<file path="src/hdl/binary_to_decimal_ascii_units_unit_macros.svh">
//------------------------------------------------------------------------------
// binary_to_decimal_ascii_units_unit_macros.svh
// Assertion macros shared by the decimal text converter
//------------------------------------------------------------------------------
`ifndef BINARY_TO_DECIMAL_ASCII_UNITS_UNIT_MACROS_SVH
`define BINARY_TO_DECIMAL_ASCII_UNITS_UNIT_MACROS_SVH

// same-cycle implication, checked outside reset
`define BDAU_ASSERT_SAME(label, ante, cons, msg) \
  label: assert property (@(posedge clk) disable iff (rst) (ante) |-> (cons)) \
    else $error(msg);

// next-cycle implication, checked outside reset
`define BDAU_ASSERT_NEXT(label, ante, cons, msg) \
  label: assert property (@(posedge clk) disable iff (rst) (ante) |=> (cons)) \
    else $error(msg);

`endif

</file>
<file path="src/hdl/bdau_pkg.sv">
//------------------------------------------------------------------------------
// bdau_pkg
// Types and constants for the decimal text converter
//------------------------------------------------------------------------------
`timescale 1ns / 1ps
`default_nettype none

package bdau_pkg;

  localparam int VALUE_W = 32;
  localparam int CHAR_W  = 7;
  localparam int DIGITS  = 10;
  localparam int BCD_W   = 4 * DIGITS;
  localparam int CNT_W   = $clog2(VALUE_W);
  localparam int DCNT_W  = $clog2(DIGITS + 1);
  localparam int ADDR_W  = 3;
  localparam int DATA_W  = 32;

  // register index (byte address / 4)
  localparam logic REG_UNIT_SCALING = 1'b0;

  // ascii codes
  localparam logic [CHAR_W-1:0] CH_ZERO  = 7'h30;
  localparam logic [CHAR_W-1:0] CH_SPACE = 7'h20;
  localparam logic [CHAR_W-1:0] CH_G     = 7'h47;
  localparam logic [CHAR_W-1:0] CH_M     = 7'h4D;
  localparam logic [CHAR_W-1:0] CH_K     = 7'h4B;
  localparam logic [CHAR_W-1:0] CH_B     = 7'h42;

  typedef enum logic [1:0] {
    UNIT_B,
    UNIT_KB,
    UNIT_MB,
    UNIT_GB
  } unit_t;

  typedef enum logic [2:0] {
    S_IDLE,
    S_CONV,
    S_SKIP,
    S_DIG,
    S_SPACE,
    S_PREFIX,
    S_BYTE
  } state_t;

endpackage

`default_nettype wire

</file>
<file path="src/hdl/bdau_if.sv">
//------------------------------------------------------------------------------
// bdau_if
// Valid/ready channels for values in and characters out
//------------------------------------------------------------------------------
`timescale 1ns / 1ps
`default_nettype none

interface bdau_num_if import bdau_pkg::*; ();
  logic               valid;
  logic               ready;
  logic [VALUE_W-1:0] value;

  modport source(output valid, output value, input ready);
  modport sink(input valid, input value, output ready);
endinterface

interface bdau_char_if import bdau_pkg::*; ();
  logic              valid;
  logic              ready;
  logic [CHAR_W-1:0] text_char;
  logic              last_char;

  modport source(output valid, output text_char, output last_char, input ready);
  modport sink(input valid, input text_char, input last_char, output ready);
endinterface

`default_nettype wire

</file>
<file path="src/hdl/binary_to_decimal_ascii_units_unit.sv">
//------------------------------------------------------------------------------
// binary_to_decimal_ascii_units_unit
// 32-bit unsigned value to decimal ascii text, optional B/KB/MB/GB suffix
//------------------------------------------------------------------------------
// channel   dir  payload               handshake
// num       in   value[31:0]           valid/ready
// text      out  text_char, last_char  valid/ready
// apb       cfg  unit_scaling at 0x0   psel/penable/pwrite, pready tied high
//
// a request is accepted in idle, then double dabble shifts in all 32 value bits,
// then leading zero digits are dropped, one per cycle, then one character goes
// out per cycle as the output register frees up.
// rst clears the sequencer and the output valid flag and sets unit_scaling to 1.
// a stall on text holds the sequencer; num is taken again once idle.
//------------------------------------------------------------------------------
`timescale 1ns / 1ps
`default_nettype none

`include "binary_to_decimal_ascii_units_unit_macros.svh"

module binary_to_decimal_ascii_units_unit import bdau_pkg::*; (
  input  wire logic              clk,
  input  wire logic              rst,
  input  wire logic              psel,
  input  wire logic              penable,
  input  wire logic              pwrite,
  input  wire logic [ADDR_W-1:0] paddr,
  input  wire logic [DATA_W-1:0] pwdata,
  output logic      [DATA_W-1:0] prdata,
  output logic                   pready,
  bdau_num_if.sink               num,
  bdau_char_if.source            text
);

  state_t              state, state_next;
  logic                unit_scaling;
  unit_t               unit;
  logic [VALUE_W-1:0]  bin;
  logic [BCD_W-1:0]    bcd;
  logic [BCD_W-1:0]    bcd_adj;
  logic [CNT_W-1:0]    bit_cnt;
  logic [DCNT_W-1:0]   dig_cnt;
  logic                out_valid;
  logic [CHAR_W-1:0]   out_char;
  logic                out_last;
  logic                accept;
  logic                emit;
  logic                load;
  logic [CHAR_W-1:0]   char_val;
  logic                char_last;
  logic                skip_zero;
  unit_t               unit_sel;
  logic [VALUE_W-1:0]  bin_sel;

  // apb register
  assign pready = 1'b1;
  assign prdata = (paddr[2] == REG_UNIT_SCALING) ? {{(DATA_W-1){1'b0}}, unit_scaling}
                                                : '0;

  always_ff @(posedge clk) begin
    if (rst) begin
      unit_scaling <= 1'b1;
    end else if (psel && penable && pwrite && paddr[2] == REG_UNIT_SCALING) begin
      unit_scaling <= pwdata[0];
    end
  end

  // input handshake
  assign num.ready = (state == S_IDLE);
  assign accept    = num.valid && num.ready;

  // unit pick and pre-scale by shifting
  always_comb begin
    unit_sel = UNIT_B;
    bin_sel  = num.value;
    if (unit_scaling) begin
      if (num.value[31:30] != '0) begin
        unit_sel = UNIT_GB;
        bin_sel  = {30'd0, num.value[31:30]};
      end else if (num.value[31:20] != '0) begin
        unit_sel = UNIT_MB;
        bin_sel  = {20'd0, num.value[31:20]};
      end else if (num.value[31:10] != '0) begin
        unit_sel = UNIT_KB;
        bin_sel  = {10'd0, num.value[31:10]};
      end
    end
  end

  // add-3 correction on each bcd digit before the shift
  always_comb begin
    for (int i = 0; i < DIGITS; i++) begin
      bcd_adj[4*i +: 4] = (bcd[4*i +: 4] >= 4'd5) ? bcd[4*i +: 4] + 4'd3
                                                  : bcd[4*i +: 4];
    end
  end

  assign skip_zero = (bcd[BCD_W-1 -: 4] == 4'd0) && (dig_cnt > DCNT_W'(1));
  assign emit      = (state == S_DIG) || (state == S_SPACE) ||
                     (state == S_PREFIX) || (state == S_BYTE);
  assign load      = emit && (!out_valid || text.ready);

  // next state
  always_comb begin
    state_next = state;
    unique case (state)
      S_IDLE: begin
        if (accept) state_next = S_CONV;
      end
      S_CONV: begin
        if (bit_cnt == CNT_W'(VALUE_W - 1)) state_next = S_SKIP;
      end
      S_SKIP: begin
        if (!skip_zero) state_next = S_DIG;
      end
      S_DIG: begin
        if (load && dig_cnt == DCNT_W'(1)) begin
          state_next = unit_scaling ? S_SPACE : S_IDLE;
        end
      end
      S_SPACE: begin
        if (load) state_next = (unit == UNIT_B) ? S_BYTE : S_PREFIX;
      end
      S_PREFIX: begin
        if (load) state_next = S_BYTE;
      end
      S_BYTE: begin
        if (load) state_next = S_IDLE;
      end
      default: state_next = S_IDLE;
    endcase
  end

  // character for the current state
  always_comb begin
    char_val  = CH_B;
    char_last = 1'b0;
    unique case (state)
      S_DIG: begin
        char_val  = CH_ZERO + {3'd0, bcd[BCD_W-1 -: 4]};
        char_last = !unit_scaling && (dig_cnt == DCNT_W'(1));
      end
      S_SPACE:  char_val = CH_SPACE;
      S_PREFIX: begin
        case (unit)
          UNIT_GB: char_val = CH_G;
          UNIT_MB: char_val = CH_M;
          default: char_val = CH_K;
        endcase
      end
      S_BYTE:   char_last = 1'b1;
      default:  char_val = CH_B;
    endcase
  end

  // sequencer
  always_ff @(posedge clk) begin
    if (rst) begin
      state <= S_IDLE;
    end else begin
      state <= state_next;
    end
  end

  // datapath shift registers and counters
  always_ff @(posedge clk) begin
    unique case (state)
      S_IDLE: begin
        if (accept) begin
          bin     <= bin_sel;
          unit    <= unit_sel;
          bcd     <= '0;
          bit_cnt <= '0;
          dig_cnt <= DCNT_W'(DIGITS);
        end
      end
      S_CONV: begin
        bcd     <= {bcd_adj[BCD_W-2:0], bin[VALUE_W-1]};
        bin     <= {bin[VALUE_W-2:0], 1'b0};
        bit_cnt <= bit_cnt + CNT_W'(1);
      end
      S_SKIP: begin
        if (skip_zero) begin
          bcd     <= {bcd[BCD_W-5:0], 4'd0};
          dig_cnt <= dig_cnt - DCNT_W'(1);
        end
      end
      S_DIG: begin
        if (load) begin
          bcd     <= {bcd[BCD_W-5:0], 4'd0};
          dig_cnt <= dig_cnt - DCNT_W'(1);
        end
      end
      default: begin
      end
    endcase
  end

  // output register
  always_ff @(posedge clk) begin
    if (rst) begin
      out_valid <= 1'b0;
    end else if (load) begin
      out_valid <= 1'b1;
    end else if (text.ready) begin
      out_valid <= 1'b0;
    end
  end

  always_ff @(posedge clk) begin
    if (load) begin
      out_char <= char_val;
      out_last <= char_last;
    end
  end

  assign text.valid     = out_valid;
  assign text.text_char = out_char;
  assign text.last_char = out_last;

  // checks
  `BDAU_ASSERT_SAME(a_digit_decimal, state == S_DIG, bcd[BCD_W-1 -: 4] <= 4'd9, "bad digit")
  `BDAU_ASSERT_SAME(a_digit_left, state == S_DIG || state == S_SKIP, dig_cnt != '0, "no digit")
  `BDAU_ASSERT_NEXT(a_accept_conv, accept, state == S_CONV && bit_cnt == '0, "no conv start")

endmodule

`default_nettype wire

</file>
<file path="src/flat_wrapper.sv">
// flat-port wrapper written by rule: the top's interface ports become plain ports
module binary_to_decimal_ascii_units_unit_flat import bdau_pkg::*;
  (clk, rst, psel, penable, pwrite, paddr, pwdata, prdata, pready, num_valid, num_value, num_ready, text_valid, text_text_char, text_last_char, text_ready);
  bdau_num_if num_i ();
  bdau_char_if text_i ();
  input  wire logic clk;
  input  wire logic rst;
  input  wire logic psel;
  input  wire logic penable;
  input  wire logic pwrite;
  input  wire logic [ADDR_W-1:0] paddr;
  input  wire logic [DATA_W-1:0] pwdata;
  output logic      [DATA_W-1:0] prdata;
  output logic pready;
  input wire logic [$bits(num_i.valid)-1:0] num_valid;
  input wire logic [$bits(num_i.value)-1:0] num_value;
  output wire logic [$bits(num_i.ready)-1:0] num_ready;
  output wire logic [$bits(text_i.valid)-1:0] text_valid;
  output wire logic [$bits(text_i.text_char)-1:0] text_text_char;
  output wire logic [$bits(text_i.last_char)-1:0] text_last_char;
  input wire logic [$bits(text_i.ready)-1:0] text_ready;
  assign num_i.valid = num_valid;
  assign num_i.value = num_value;
  assign num_ready = num_i.ready;
  assign text_valid = text_i.valid;
  assign text_text_char = text_i.text_char;
  assign text_last_char = text_i.last_char;
  assign text_i.ready = text_ready;
  binary_to_decimal_ascii_units_unit u_core (.clk(clk), .rst(rst), .psel(psel), .penable(penable), .pwrite(pwrite), .paddr(paddr), .pwdata(pwdata), .prdata(prdata), .pready(pready), .num(num_i), .text(text_i));
endmodule
</file>
<file path="config.mk">
export PLATFORM = sky130hd
export DESIGN_NAME = binary_to_decimal_ascii_units_unit_flat
export DESIGN_NICKNAME = d
export VERILOG_FILES = /design/src/hdl/bdau_pkg.sv /design/src/hdl/bdau_if.sv /design/src/hdl/binary_to_decimal_ascii_units_unit.sv /design/src/flat_wrapper.sv
export VERILOG_INCLUDE_DIRS = /design/src /design/src/hdl
export SDC_FILE = /design/constraint.sdc
export NUM_CORES = 1
export LEC_CHECK = 0
export ABC_AREA = 1
export BUFFER_PORTS_ARGS = -buffer_cell sky130_fd_sc_hd__buf_2
export CORE_MARGIN = 4
export CORE_UTILIZATION = 60
export DETAILED_ROUTE_END_ITERATION = 8
export PLACE_DENSITY_LB_ADDON = 0.12
export SLEW_MARGIN = 30
export SYNTH_ARGS = -nofsm -noshare
export SYNTH_HDL_FRONTEND = slang
export SYNTH_SLANG_ARGS = --single-unit
</file>
<file path="constraint.sdc">
create_clock -name clk -period 5.8 [get_ports clk]
set_input_delay 1.16 -clock clk [delete_from_list [all_inputs] [get_ports clk]]
set_output_delay 1.16 -clock clk [all_outputs]
set_load 0.03 [all_outputs]
</file>
==> metrics.md <==
| Metric | Value |
|---|---|
| Number of CTS-inserted buffers | 9 |
| Most frequent cells in the layout | 127 x nand2_1, 105 x inv_1, 91 x edfxtp_1, 51 x buf_2, 50 x o21ai_0 |
| Total Routing Usage GR | 21.1% |
| Finish-stage setup viols | 0 |
| Number of distinct library cells after synthesis | 40 |
| Startpoint-to-endpoint class of the critical path | reg -> out |
| VDD IR-drop max | 0.000222 V |
| Global-route wire length before repair | 19,700 um |
| CTS hold repair buffers | 0 |
| Per-cell via count in the routed design | 5.41 |
| Chip Height | 107 um |
| Horiz. Die Dim | 107 um |
| Post-detailed-route wirelength per cell | 14.3 um |
| Netlist area before placement | 5910 um^2 |
| FFs w/ async S/R, synth | 0% |
| Setup slack of the most critical reg-to-reg path | 3.58 ns |
| Drt total wl | 12,000 um |
| Commonest non-fill, non-tap cell in the layout | nand2_1 |
| Syn-to-layout area delta | 6.90% |
| Setup repair after global routing missed its margin | no |
| Fraction of the yosys area taken by sequential cells | 47.9% |
| Top FF cell, synth | edfxtp_1 |
| Starting utilization of the core area | 62.8% |
| Detailed placement HPWL | 8550 um |
| RD Place Congestion | 0.866 |
| Clock slew seen by the registers of the worst setup and hold paths | 0.10 ns |
| Pwr Density | 512 nW/um^2 |
| Number of max-cap violations | 0 |
| Post-CTS setup buffer count | 0 |
| Number of standard cells after synthesis | 665 |
| Count of inserted antenna diode cells | 0 |
| End-of-flow core utilization | 67.1% |
| Routed vias | 4,554 |
| Nets | 806 |
| Max-slew headroom | 54.9% |
| Sum of overflow across all layers after global routing | 0 |
| Endpoint arrival time on the critical path | 1.82 ns |
| Setup slack of the critical path after layout | 2.82 ns |
| Via count of the first global-routing pass | 4,305 |
| Area post-placement | 6130 um^2 |
| Highest net fanout along the worst path | 28 |
| Leakage power summed over all cells | 2.82 nW |
| Post-route clock period utilization | 51.4% |
| Remaining number of nets flagged by the antenna check after routing | 0 |
| Instance count along the most critical hold path | 2 |
| Shortest clock period the worst path allows after layout | 2.98 ns |
| Initial antenna violation count | 0 |
| Number of synthesized register bits | 96 |
| Worst Reg2Reg Path Length in Cells | 6 |
| Final Hold Violating Endpoints | 0 |
| Post-CTS sizing | 0 |
| Max Buffers Root-to-Sink | 2 |
| Synth warn | 0 |
| Data required time at the worst endpoint | 4.64 ns |
| H-Tree Level Count | 3 |
| Worst min path class | reg -> reg |
| Crit Reg-Reg Startpoint | u_core.state[0]$_SDFFE_PP0P_ |
| Pin slew with the least headroom to its limit | 0.676 ns |
| DRC marker count from the first detailed-route iteration | 295 |
| DRC violations left | 0 |
| Clk root buf | clkbuf_8 |
| CTS tree | built |
| Rows | 35 |
| Timing-limited maximum frequency | 336 MHz |
| Max Clock Skew | 0.0112 ns |
| Worst skew pair latency | 0.36 ns |
| Critical Path Sink Type | primary output |
| Final non-filler cell area | 6320 um^2 |
| Full die area | 11,500 um^2 |
| Synthesized area per cell | 8.89 um^2 |
| Launching element of the worst setup path | u_core.unit_scaling$_SDFFE_PP1P_ |
| Port Buffers | 51 |
| I/O pin cnt | 117 |
| Placeable core region | 9420 um^2 |
| Dpl ws | 3.07 ns |
| Startpoint type of the worst setup path | flop |
| Hold Path Sink | u_core.bin[1]$_DFFE_PP_ |
| Capture point of the worst reg-to-reg path | u_core.bcd[9]$_DFFE_PP_ |
| Fraction of layout instances using a drive strength above 1 | 15.3% |
| Pins Over Slew Limit | 0 |
| Outcome | finished, final reports clean |
| Count of flip-flops with a built-in enable after synthesis | 91 |
| Pin count of the biggest net entering global routing | 67 |
| CTS sink cnt | 96 |
| Startpoint of the lowest-slack hold path | u_core.bin[0]$_SDFFCE_PP0P_ |
| Final sum of negative setup slack | 0 ns |
| Number of detailed-route iterations in the first pass | 5 |
-- flip-flops by register name, indices dropped and copies added (netlist names) --
| signal | cells |
|---|---|
| u_core.bcd | 40 |
| u_core.bin | 32 |
| u_core.bit_cnt | 5 |
| u_core.dig_cnt | 4 |
| u_core.state | 3 |
| u_core.text.last_char | 1 |
| u_core.text.text_char | 7 |
| u_core.text.valid | 1 |
| u_core.unit | 2 |
| u_core.unit_scaling | 1 |
-- worst max-delay path: stages (launching register included) --
cell	delay [ns]
dfxtp_2	0.70
inv_1	0.37
nor2_1	0.16
buf_2	0.21
-- logic make-up (layout without fill, tap and decap cells) --
kind of cell               count (synthesis)  after routing  synth area share, %
other                                      2             32                0.127
adders and majority gates                 24             24                 5.08
DFF                                       96             96                 47.9
muxes                                      1              1                0.169
AOI/OAI and AO/OA                        133            133                 14.8
and+or+nand+nor                          236            236                 17.2
buffers and inverters                    164            182                 13.4
xor gates and xnor gates                   9              9                 1.33
-- layer usage --
metal,vias up,global-route usage [%],routed length [um]
li1,2245,-,-
met1,2130,27.9,5160
met2,158,35.3,5920
met3,21,3.84,727
met4,0,7.03,201
met5,-,0,0
-- synth_stat cells (all sizes together) (2+ instances only) --
master,n,area share [%]
nand2,136,9.1
inv,112,7.1
edfxtp,91,46
o21ai,57,4.9
nor2,52,3.6
buf,46,5.8
nand3,41,3.8
a21oi,24,2.0
ha,24,5.1
o31ai,20,2.5
o22ai,15,1.8
xor2,9,1.3
o32ai,8,2.2
clkbuf,5,0.32
dfxtp,5,1.7
or2,4,0.42
a32o,3,0.51
conb,2,0.13
nand4,2,0.21
-- worst max path at each step --
stage,endpoint,cells after the start
6_report,prdata[0],3
5_1_grt,prdata[0],3
4_1_cts,prdata[0],3
3_5_place_dp,prdata[0],3
3_3_place_gp,prdata[0],3
2_1_floorplan,u_core.bin[0]$_SDFFCE_PP0P_,2
-- stage by stage --
step | hold WS (ns) | power, mW | std cells
after global routing | 0.550 | 3.50 | 842
after global placement | 0.506 | 2.71 | 825
final | 0.535 | 3.24 | 842
after CTS | 0.532 | 3.24 | 842
after floorplan | 0.493 | 2.51 | 695
after detailed placement | 0.514 | 2.81 | 826
-- area by class of cell --
class | count | area, um^2
clock buffer | 12 | 166
sequential | 96 | 2830
fill | 761 | 3090
tap | 129 | 161
clock inverter | 4 | 26.3
timing repair buffer | 53 | 290
inverter | 113 | 428
multi-input combinational | 435 | 2410
-- power by group --
part,total [mW],switching (mW),internal [mW]
Combinational,1.42,0.982,0.436
Clock,0.429,0.235,0.194
Sequential,1.39,0.165,1.22
Power figures use the tool's default switching activity.
